$ cat src/hw/rtl/por_pkg.sv
// ----------------------------------------------------------------------------
// Point-versus-oriented-box resolver package
// Control word layout, datapath status, field widths and the step program
// shared by the sequencer, the datapath and the top level.
// ----------------------------------------------------------------------------
package por_pkg;

    // Field widths
    localparam int PosW  = 32;
    localparam int TrigW = 16;
    localparam int HalfW = 20;
    localparam int ClrW  = 16;
    localparam int StepW = 4;

    // Stream payload widths (input fields packed, output padded to bytes)
    localparam int InDataW  = 2 * PosW + 2 * PosW + 2 * TrigW + 2 * HalfW;
    localparam int OutDataW = 72;

    // Sequencer state
    typedef enum logic {
        SEQ_IDLE,
        SEQ_RUN
    } t_seq_state;

    // Step operation
    typedef enum logic [2:0] {
        OP_NOP,
        OP_LOAD,
        OP_DIFF,
        OP_TEST,
        OP_END
    } t_op;

    // Multiplier operand selects
    typedef enum logic [1:0] {
        A_DX,
        A_DY,
        A_NLX,
        A_NLY
    } t_amux;

    typedef enum logic {
        B_COS,
        B_SIN
    } t_bmux;

    // Accumulator operation on the registered product
    typedef enum logic [1:0] {
        ACC_HOLD,
        ACC_LOAD,
        ACC_ADD,
        ACC_SUB
    } t_accop;

    // Destination written from the accumulator
    typedef enum logic [2:0] {
        WR_NONE,
        WR_LX,
        WR_LY,
        WR_PX,
        WR_PY
    } t_wr;

    // One control word of the step program
    typedef struct packed {
        t_op              op;
        t_amux            amux;
        t_bmux            bmux;
        logic             mul_en;
        t_accop           accop;
        t_wr              wr;
        logic             jmp_out;
        logic [StepW-1:0] target;
    } t_cw;

    // Datapath status back to the sequencer
    typedef struct packed {
        logic outside;
        logic emit_stall;
    } t_dp_status;

    localparam t_cw CW_NOP = '{
        op: OP_NOP, amux: A_DX, bmux: B_COS, mul_en: 1'b0,
        accop: ACC_HOLD, wr: WR_NONE, jmp_out: 1'b0, target: '0
    };

    localparam logic [StepW-1:0] StepEnd = StepW'(15);

    // Step program: local frame, inside test, push and return to world frame.
    function automatic t_cw por_rom(input logic [StepW-1:0] step);
        t_cw w;
        w = CW_NOP;
        case (step)
            4'd0: begin
                w.op = OP_LOAD;
            end
            4'd1: begin
                w.op = OP_DIFF;
            end
            4'd2: begin
                w.mul_en = 1'b1; w.amux = A_DX; w.bmux = B_COS;
            end
            4'd3: begin
                w.mul_en = 1'b1; w.amux = A_DY; w.bmux = B_SIN; w.accop = ACC_LOAD;
            end
            4'd4: begin
                w.mul_en = 1'b1; w.amux = A_DY; w.bmux = B_COS; w.accop = ACC_ADD;
            end
            4'd5: begin
                w.mul_en = 1'b1; w.amux = A_DX; w.bmux = B_SIN; w.accop = ACC_LOAD;
                w.wr = WR_LX;
            end
            4'd6: begin
                w.accop = ACC_SUB;
            end
            4'd7: begin
                w.wr = WR_LY;
            end
            4'd8: begin
                w.op = OP_TEST; w.jmp_out = 1'b1; w.target = StepEnd;
            end
            4'd9: begin
                w.mul_en = 1'b1; w.amux = A_NLX; w.bmux = B_COS;
            end
            4'd10: begin
                w.mul_en = 1'b1; w.amux = A_NLY; w.bmux = B_SIN; w.accop = ACC_LOAD;
            end
            4'd11: begin
                w.mul_en = 1'b1; w.amux = A_NLX; w.bmux = B_SIN; w.accop = ACC_SUB;
            end
            4'd12: begin
                w.mul_en = 1'b1; w.amux = A_NLY; w.bmux = B_COS; w.accop = ACC_LOAD;
                w.wr = WR_PX;
            end
            4'd13: begin
                w.accop = ACC_ADD;
            end
            4'd14: begin
                w.wr = WR_PY;
            end
            4'd15: begin
                w.op = OP_END;
            end
            default: begin
                w = CW_NOP;
            end
        endcase
        return w;
    endfunction

endpackage

$ cat src/hw/rtl/por_seq.sv
// ----------------------------------------------------------------------------
// Resolver step sequencer
// Step counter over the control program, with a conditional jump past the
// push steps and a hold on the final step while the result cannot leave.
// ----------------------------------------------------------------------------
module por_seq
    import por_pkg::*;
(
    input  logic       i_clk,
    input  logic       i_rst_n,
    input  logic       i_start,
    input  t_dp_status i_status,
    output t_cw        o_cw,
    output logic       o_idle
);

    t_seq_state       r_state, n_state;
    logic [StepW-1:0] r_step, n_step;
    t_cw              w_cw;

    // State and step counter
    always_ff @(posedge i_clk) begin
        if (!i_rst_n) begin
            r_state <= SEQ_IDLE;
            r_step  <= '0;
        end else begin
            r_state <= n_state;
            r_step  <= n_step;
        end
    end

    // Next step and control word fetch
    always_comb begin
        n_state = r_state;
        n_step  = r_step;
        w_cw    = (r_state == SEQ_RUN) ? por_rom(r_step) : CW_NOP;
        case (r_state)
            SEQ_IDLE: begin
                if (i_start) begin
                    n_state = SEQ_RUN;
                    n_step  = '0;
                end
            end
            SEQ_RUN: begin
                if (w_cw.op == OP_END) begin
                    if (!i_status.emit_stall) begin
                        n_state = SEQ_IDLE;
                    end
                end else if (w_cw.jmp_out && i_status.outside) begin
                    n_step = w_cw.target;
                end else begin
                    n_step = r_step + StepW'(1);
                end
            end
            default: begin
                n_state = SEQ_IDLE;
            end
        endcase
    end

    assign o_cw   = w_cw;
    assign o_idle = (r_state == SEQ_IDLE);

endmodule

$ cat src/hw/rtl/por_dp.sv
// ----------------------------------------------------------------------------
// Resolver datapath
// Item registers, one shared 33x16 multiplier with product register and
// accumulator, inside test and face choice, held position and result register.
// ----------------------------------------------------------------------------
module por_dp
    import por_pkg::*;
(
    input  logic                i_clk,
    input  logic                i_rst_n,
    input  logic                i_load,
    input  logic                i_first,
    input  logic                i_last,
    input  logic [InDataW-1:0]  i_data,
    input  logic                i_cfg_wr_en,
    input  logic [ClrW-1:0]     i_cfg_wr_data,
    input  t_cw                 i_cw,
    output t_dp_status          o_status,
    output logic                o_out_valid,
    input  logic                i_out_ready,
    output logic [OutDataW-1:0] o_out_data
);

    // Captured item
    logic                    r_first, r_last;
    logic signed [PosW-1:0]  r_agent_x, r_agent_y, r_cx, r_cy;
    logic signed [TrigW-1:0] r_cos, r_sin;
    logic [HalfW-1:0]        r_half_x, r_half_y;
    logic [ClrW-1:0]         r_clr;

    // Held state
    logic signed [PosW-1:0]  r_cur_x, r_cur_y;
    logic                    r_any;

    // Working registers
    logic signed [PosW:0]    r_dx, r_dy;
    logic signed [35:0]      r_lx, r_ly;
    logic signed [21:0]      r_nlx, r_nly;
    logic signed [48:0]      r_prod;
    logic signed [49:0]      r_acc;

    // Result register
    logic                    r_out_valid;
    logic [OutDataW-1:0]     r_out_data;

    logic signed [PosW:0]    w_mul_a;
    logic signed [TrigW-1:0] w_mul_b;
    logic signed [49:0]      w_prod_x;
    logic [20:0]             w_ex, w_ey;
    logic [35:0]             w_ax, w_ay;
    logic                    w_inside;
    logic [21:0]             w_pen_x, w_pen_y;
    logic signed [21:0]      w_ex_s, w_ey_s;
    logic signed [35:0]      w_shift;
    logic signed [36:0]      w_base, w_sum;
    logic signed [PosW-1:0]  w_sat;
    logic                    w_stall;
    logic                    w_emit;

    // Multiplier operand selection
    always_comb begin
        case (i_cw.amux)
            A_DX:    w_mul_a = r_dx;
            A_DY:    w_mul_a = r_dy;
            A_NLX:   w_mul_a = {{(PosW+1-22){r_nlx[21]}}, r_nlx};
            A_NLY:   w_mul_a = {{(PosW+1-22){r_nly[21]}}, r_nly};
            default: w_mul_a = r_dx;
        endcase
        w_mul_b = (i_cw.bmux == B_SIN) ? r_sin : r_cos;
    end

    // Grown extents and the inside test on the local coordinates
    assign w_ex     = {1'b0, r_half_x} + {5'b0, r_clr};
    assign w_ey     = {1'b0, r_half_y} + {5'b0, r_clr};
    assign w_ax     = r_lx[35] ? 36'(-r_lx) : 36'(r_lx);
    assign w_ay     = r_ly[35] ? 36'(-r_ly) : 36'(r_ly);
    assign w_inside = (w_ax < {15'b0, w_ex}) && (w_ay < {15'b0, w_ey});
    assign w_pen_x  = {1'b0, w_ex} - {1'b0, w_ax[20:0]};
    assign w_pen_y  = {1'b0, w_ey} - {1'b0, w_ay[20:0]};
    assign w_ex_s   = $signed({1'b0, w_ex});
    assign w_ey_s   = $signed({1'b0, w_ey});

    // Back to world frame: center plus floored accumulator, saturated
    assign w_prod_x = {r_prod[48], r_prod};
    assign w_shift  = r_acc[49:14];
    assign w_base   = (i_cw.wr == WR_PY) ? {{5{r_cy[PosW-1]}}, r_cy}
                                         : {{5{r_cx[PosW-1]}}, r_cx};
    assign w_sum    = w_base + {w_shift[35], w_shift};
    always_comb begin
        if ((w_sum[36:31] == 6'b000000) || (w_sum[36:31] == 6'b111111)) begin
            w_sat = w_sum[PosW-1:0];
        end else if (w_sum[36]) begin
            w_sat = {1'b1, {(PosW-1){1'b0}}};
        end else begin
            w_sat = {1'b0, {(PosW-1){1'b1}}};
        end
    end

    // Emit handshake toward the output register
    assign w_stall = r_last && r_out_valid && !i_out_ready;
    assign w_emit  = (i_cw.op == OP_END) && r_last && !w_stall;

    // Configuration register
    always_ff @(posedge i_clk) begin
        if (!i_rst_n) begin
            r_clr <= '0;
        end else if (i_cfg_wr_en) begin
            r_clr <= i_cfg_wr_data;
        end
    end

    // Item capture on an accepted transaction
    always_ff @(posedge i_clk) begin
        if (i_load) begin
            r_first   <= i_first;
            r_last    <= i_last;
            r_agent_x <= i_data[31:0];
            r_agent_y <= i_data[63:32];
            r_cx      <= i_data[95:64];
            r_cy      <= i_data[127:96];
            r_cos     <= i_data[143:128];
            r_sin     <= i_data[159:144];
            r_half_x  <= i_data[179:160];
            r_half_y  <= i_data[199:180];
        end
    end

    // Multiplier, accumulator and local-frame registers
    always_ff @(posedge i_clk) begin
        if (i_cw.mul_en) begin
            r_prod <= 49'(w_mul_a) * 49'(w_mul_b);
        end
        case (i_cw.accop)
            ACC_LOAD: r_acc <= w_prod_x;
            ACC_ADD:  r_acc <= r_acc + w_prod_x;
            ACC_SUB:  r_acc <= r_acc - w_prod_x;
            default:  r_acc <= r_acc;
        endcase
        if (i_cw.op == OP_DIFF) begin
            r_dx <= {r_cur_x[PosW-1], r_cur_x} - {r_cx[PosW-1], r_cx};
            r_dy <= {r_cur_y[PosW-1], r_cur_y} - {r_cy[PosW-1], r_cy};
        end
        if (i_cw.wr == WR_LX) begin
            r_lx <= w_shift;
        end
        if (i_cw.wr == WR_LY) begin
            r_ly <= w_shift;
        end
        // Face of least penetration; a tie goes to X, zero pushes positive
        if (i_cw.op == OP_TEST) begin
            if (w_pen_x <= w_pen_y) begin
                r_nlx <= r_lx[35] ? -w_ex_s : w_ex_s;
                r_nly <= r_ly[21:0];
            end else begin
                r_nlx <= r_lx[21:0];
                r_nly <= r_ly[35] ? -w_ey_s : w_ey_s;
            end
        end
    end

    // Held position and push flag
    always_ff @(posedge i_clk) begin
        if (!i_rst_n) begin
            r_cur_x <= '0;
            r_cur_y <= '0;
            r_any   <= 1'b0;
        end else begin
            if (i_cw.op == OP_LOAD && r_first) begin
                r_cur_x <= r_agent_x;
                r_cur_y <= r_agent_y;
                r_any   <= 1'b0;
            end
            if (i_cw.op == OP_TEST && w_inside) begin
                r_any <= 1'b1;
            end
            if (i_cw.wr == WR_PX) begin
                r_cur_x <= w_sat;
            end
            if (i_cw.wr == WR_PY) begin
                r_cur_y <= w_sat;
            end
        end
    end

    // Result register
    always_ff @(posedge i_clk) begin
        if (!i_rst_n) begin
            r_out_valid <= 1'b0;
        end else if (w_emit) begin
            r_out_valid <= 1'b1;
        end else if (i_out_ready) begin
            r_out_valid <= 1'b0;
        end
    end

    always_ff @(posedge i_clk) begin
        if (w_emit) begin
            r_out_data <= {7'b0, r_any, r_cur_y, r_cur_x};
        end
    end

    assign o_status.outside    = !w_inside;
    assign o_status.emit_stall = w_stall;
    assign o_out_valid         = r_out_valid;
    assign o_out_data          = r_out_data;

endmodule

$ cat src/hw/rtl/point_obb_pushout_resolver.sv
// ----------------------------------------------------------------------------
// Point versus oriented box push-out resolver
// Resolves an agent position against a run of oriented rectangles.
// ----------------------------------------------------------------------------
// The block takes one rectangle per input transaction; the first rectangle of
// a run (tuser high) also loads the agent position, and the last (tlast high)
// produces one output transaction with the resolved position and a moved flag.
// A 16-step control program runs one shared 33x16 multiplier over each
// rectangle; the next one is accepted only once the program ends, and a
// rectangle that does not push the agent jumps past the push steps.
// The result sits in an output register, so the next rectangle is accepted
// while it waits; the program holds on its last step only when a new result
// meets a result that has not been taken. The user must write the clearance
// register only while the block is idle; the block does not enforce this.
// ----------------------------------------------------------------------------
module point_obb_pushout_resolver
    import por_pkg::*;
(
    input  logic                i_clk,
    input  logic                i_rst_n,
    // Configuration: clearance, Q.16 meters
    input  logic                i_cfg_wr_en,
    input  logic [ClrW-1:0]     i_cfg_wr_data,
    // Rectangle stream
    input  logic                s_axis_tvalid,
    output logic                s_axis_tready,
    // tdata from bit 0: agent_x[31:0], agent_y[63:32], box_cx[95:64],
    // box_cy[127:96], box_cos[143:128], box_sin[159:144], half_x[179:160],
    // half_y[199:180]
    input  logic [InDataW-1:0]  s_axis_tdata,
    // tuser: first
    input  logic                s_axis_tuser,
    // tlast: last
    input  logic                s_axis_tlast,
    // Result stream
    output logic                m_axis_tvalid,
    input  logic                m_axis_tready,
    // tdata from bit 0: pos_x[31:0], pos_y[63:32], moved[64], zeros[71:65]
    output logic [OutDataW-1:0] m_axis_tdata
);

    t_cw        w_cw;
    t_dp_status w_status;
    logic       w_idle;
    logic       w_accept;

    assign s_axis_tready = w_idle;
    assign w_accept      = s_axis_tvalid && w_idle;

    por_seq u_seq (
        .i_clk    (i_clk),
        .i_rst_n  (i_rst_n),
        .i_start  (w_accept),
        .i_status (w_status),
        .o_cw     (w_cw),
        .o_idle   (w_idle)
    );

    por_dp u_dp (
        .i_clk         (i_clk),
        .i_rst_n       (i_rst_n),
        .i_load        (w_accept),
        .i_first       (s_axis_tuser),
        .i_last        (s_axis_tlast),
        .i_data        (s_axis_tdata),
        .i_cfg_wr_en   (i_cfg_wr_en),
        .i_cfg_wr_data (i_cfg_wr_data),
        .i_cw          (w_cw),
        .o_status      (w_status),
        .o_out_valid   (m_axis_tvalid),
        .i_out_ready   (m_axis_tready),
        .o_out_data    (m_axis_tdata)
    );

    // An accepted rectangle starts the program, which runs at least two steps.
    a_accept_busy: assert property (@(posedge i_clk) disable iff (!i_rst_n)
        w_accept |=> !s_axis_tready ##1 !s_axis_tready)
        else $error("ready returned too early after an accepted rectangle");

    // A new result appears only from the final program step.
    a_emit_at_end: assert property (@(posedge i_clk) disable iff (!i_rst_n)
        $rose(m_axis_tvalid) |-> $past(w_cw.op == OP_END))
        else $error("result raised outside the final step");

    // The program runs only while an item is held.
    a_idle_nop: assert property (@(posedge i_clk) disable iff (!i_rst_n)
        w_idle |-> (w_cw.op == OP_NOP && !w_cw.mul_en && w_cw.wr == WR_NONE))
        else $error("control word active while idle");

endmodule
$ cat config.mk
export PLATFORM = sky130hd
export DESIGN_NAME = point_obb_pushout_resolver
export DESIGN_NICKNAME = d
export VERILOG_FILES = /design/src/hw/rtl/por_pkg.sv /design/src/hw/rtl/por_seq.sv /design/src/hw/rtl/por_dp.sv /design/src/hw/rtl/point_obb_pushout_resolver.sv
export SDC_FILE = /design/constraint.sdc
export NUM_CORES = 2
export LEC_CHECK = 0
export BUFFER_PORTS_ARGS = -buffer_cell sky130_fd_sc_hd__buf_2
export CAP_MARGIN = 20
export CORE_ASPECT_RATIO = 1.2
export CORE_UTILIZATION = 60
export CTS_BUF_LIST = sky130_fd_sc_hd__clkbuf_8
export DETAILED_ROUTE_END_ITERATION = 16
export PLACE_DENSITY_LB_ADDON = 0.1
export SLEW_MARGIN = 10
export SYNTH_ARGS = -nofsm -noshare
export SYNTH_HDL_FRONTEND = slang
export SYNTH_SLANG_ARGS = --single-unit
$ cat constraint.sdc
create_clock -name i_clk -period 18.2 [get_ports i_clk]
set_input_delay 1.82 -clock i_clk [delete_from_list [all_inputs] [get_ports i_clk]]
set_output_delay 1.82 -clock i_clk [all_outputs]
set_load 0.02 [all_outputs]
==> results.yml <==
run_status:
  status: "finished, final reports clean"
setup_path:
  timing.critical_path.from_type: "flip-flop"
  cp_slowest_stage_delay_ps: 920
  crit_slowest_cell: "sky130_fd_sc_hd__mux2_2"
  critPathMostFrequentCell: "sky130_fd_sc_hd__inv_1"
  ff2ff_path_depth: 35
  crit_path_end_kind: "flip-flop"
  critical-path-top-delay-family: "adder cells"
  number_of_buffers_and_inverters_on_the_critical_path: 8
  critical_path.reg2reg.startpoint: "u_seq.r_step[0]$_SDFFE_PN0P_"
  critical_path_class: "reg2reg"
  worstReg2RegEnd: "u_dp.r_prod[39]$_DFFE_PP_"
  crit_required_ps: 18700
  reg2reg_slack_ps: 7410
  crit_arrival_ps: 11300
  crit_path_start: "u_seq.r_step[0]$_SDFFE_PN0P_"
  crit_fanout: 51
global_routing:
  first_global_vias: 45400
  gr-usage-met2_pct: 61.0
  global_route.usage.met1_pct: 45.4
  track_usage_pct: 36.3
  antenna_found_initial: 7
  grt.busiest_layer: "met2"
  grt_max_degree: 88
  grt_overflow_total: 0
  grt_pass1_wl_mm: 265
  global_route.usage.met3_pct: 5.11
detailed_routing:
  drt-total-wl_mm: 174
  detail-route-antenna-nets: 0
  detailroute.via_count: 45200
  firstDrtPassIters: 6
  drtIter0Drc: 4122
  routed_wire_length_per_instance_um: 23.2
  via_per_inst: 6.02
  drt_drc_violations_left: 0
logic_synthesis:
  synth.avg_cell_area_um2: 9.68
  synth_common_cells: "sky130_fd_sc_hd__inv_1 (838), sky130_fd_sc_hd__nand2_1 (683), sky130_fd_sc_hd__edfxtp_1 (548), sky130_fd_sc_hd__fa_1 (508), sky130_fd_sc_hd__nor2_1 (474)"
  synth_enable_flop_cells: 548
  yosys_warnings: 0
  yosysUniqueCellTypes: 86
  syn-cell-area_mm2: 0.0571
  synth_top_cell_by_area: "sky130_fd_sc_hd__edfxtp_1"
  postSynth.topFlopCell: "sky130_fd_sc_hd__edfxtp_1"
  yosysMostFrequentCell: "sky130_fd_sc_hd__inv_1"
  ys_async_sr_fraction_pct: 0
  synth.ff_latch_count: 635
  synth_seq_area_share_pct: 31.9
  post-synth-top-area-fraction_pct: 28.8
  ys_top_cells_by_area: "sky130_fd_sc_hd__edfxtp_1 (29%), sky130_fd_sc_hd__fa_1 (18%), sky130_fd_sc_hd__ha_1 (9.1%), sky130_fd_sc_hd__inv_1 (5.5%), sky130_fd_sc_hd__nand2_1 (4.5%)"
  post_synth_inst_count: 5897
hold_path:
  timing.hold.worst.class: "reg2reg"
  holdPathEnd: "u_dp.o_out_data[64]$_DFFE_PP_"
  holdPathStages: 0
  hold_path_startpoint: "u_dp.r_any$_SDFFE_PN0P_"
sta:
  finalWorstPathRequiredPeriod_ps: 10790
  number_of_hold_slack_violations_in_the_final_timing_report: 0
  slew_viol_final: 0
  maxClockFrequency_mhz: 92.7
  finalCritPeriodShare_pct: 59.3
  tns_ps: 0
  relSlewSlack_pct: 17.6
  final-setup-viol-count: 0
  final.setup_skew_ps: 77.5
  timing_worst_slew_pin_value_ps: 1200
  rsz0062_at_grt: "false"
  post-route-worst-setup-slack_ps: 7410
pwr:
  switching_share_pct: 43.5
  power_frac_seq_pct: 24.4
  worst_ir_drop_vdd_mv: 0.227
  power.share.combinational_pct: 58.3
  total_power_mw: 7.74
  pwr_cell_area_mw_per_mm2: 124
  internal_power_mw: 4.37
  cellLeakagePower_nw: 28.8
  power.clock.fraction_pct: 17.4
  switchingPower_mw: 3.37
floorplanning:
  floorplan.core_area_mm2: 0.0940
  core.rowCount: 123
  die_w_um: 284
  initial_utilization_pct: 60.7
  dieArea_mm2: 0.0964
  fp.dieH_um: 340
  top_level_ports: 297
cts:
  h_tree_levels: 3
  post-cts-setup-buffers: 0
  cts-root-to-sink-buffers: 3
  cts.reportedPaths.clkPinSlew_ps: 60
  cts_inserted_buffers: 102
  hold_buffers: 0
  clk_latency_ps: 820
  number_of_gates_resized_after_cts: 0
  clockRootBuffer: "sky130_fd_sc_hd__clkbuf_8"
  tritoncts_num_sinks: 635
  cts_tree: "yes"
placed_design:
  postPlaceCellArea_mm2: 0.0600
  gp_congestion: 0.980
  pre_cts_slack_ps: 7610
  dp_hpwl_mm: 138
  placement.io_buffers: 289
  placed_cells: 7318
job:
  timing.max_cap.violations: 0
final_layout:
  non_filler_cells_final: 7516
  layout-area-overhead-vs-synth_pct: 9.05
  nNetsFinal: 7320
  post-route-cell-area_mm2: 0.0622
  share_of_post_route_cells_with_drive_strength_above_1_pct: 9.37
routing by layer:
| layer | wire [µm] | vias up |
|---|---|---|
| li1 | - | 20600 |
| met3 | 12700 | 489 |
| met4 | 10400 | 2 |
| met5 | 13 | - |
| met1 | 67200 | 22200 |
| met2 | 84000 | 2018 |
flip-flops by register name (all words and copies together) (netlist names), 20 cells and up:
signal / cells
u_dp.r_dy: 33
u_dp.r_ly: 36
u_dp.r_lx: 36
u_dp.r_dx: 33
u_dp.r_half_x: 20
u_dp.r_agent_y: 32
u_dp.r_cur_x: 32
u_dp.r_nly: 22
u_dp.r_cur_y: 32
u_dp.r_agent_x: 32
u_dp.o_out_data: 65
u_dp.r_prod: 49
u_dp.r_nlx: 22
u_dp.r_cy: 32
u_dp.r_acc: 50
u_dp.r_cx: 32
u_dp.r_half_y: 20
metrics by stage:
| stage | hold slack, ps | util, % |
|---|---|---|
| after floorplan | 400 | - |
| after global placement | 414 | 63.8 |
| after detailed placement | 422 | 63.8 |
| after CTS | 457 | 66.2 |
| after global routing | 471 | 66.2 |
| final | 458 | 66.2 |
area by class of cell:
class	instances	area, µm²
well taps	1250	1560
repair buffers	358	1960
clock buffers	111	1530
flip-flops and latches	635	18200
inverters	839	3160
clock inverters	82	677
multi-input cells	4240	35100
diodes	1	2.50
fillers	7799	31800
logic make-up after synthesis:
group           after synthesis  share of synthesized area, %
fa+ha+maj                   921                          26.9
xor+xnor                    368                          5.65
flops                       635                          31.9
other cells                   1                       0.00657
compound gates             1144                          13.0
simple gates               1612                          12.5
buf+inv                    1028                          6.81
mux                         188                          3.35
power by group through the flow:
stage,Combinational (mW),Clock (mW),Sequential [mW]
final,4.51,1.34,1.89
after global routing,4.99,1.42,1.89
after global placement,4.39,0,1.92
after detailed placement,4.44,0,1.92
after floorplan,3.27,0,1.90
after CTS,4.47,1.36,1.89
how the worst max path moves through the flow:
stage	to	slack, ps	cells after the start
after floorplan	u_dp.r_prod[39]$_DFFE_PP_	7050	32
after global placement	u_dp.r_prod[39]$_DFFE_PP_	7710	33
after detailed placement	u_dp.r_prod[39]$_DFFE_PP_	7610	35
after CTS	u_dp.r_prod[39]$_DFFE_PP_	7560	35
after global routing	u_dp.r_prod[39]$_DFFE_PP_	6880	35
final	u_dp.r_prod[39]$_DFFE_PP_	7410	35
cell usage in the layout, fill, tap and decap left out, drive strengths merged, types with 86 or more instances in the layout:
cell / instances
mux2i: 164
nand3: 86
a21o: 166
edfxtp: 548
xor2: 123
ha: 413
inv: 879
o21ai: 279
clkbuf: 111
dfxtp: 87
nor2: 474
buf: 358
fa: 508
a21oi: 287
nand2: 684
xnor2: 245
No activity file was read; power rests on OpenSTA's default activity.
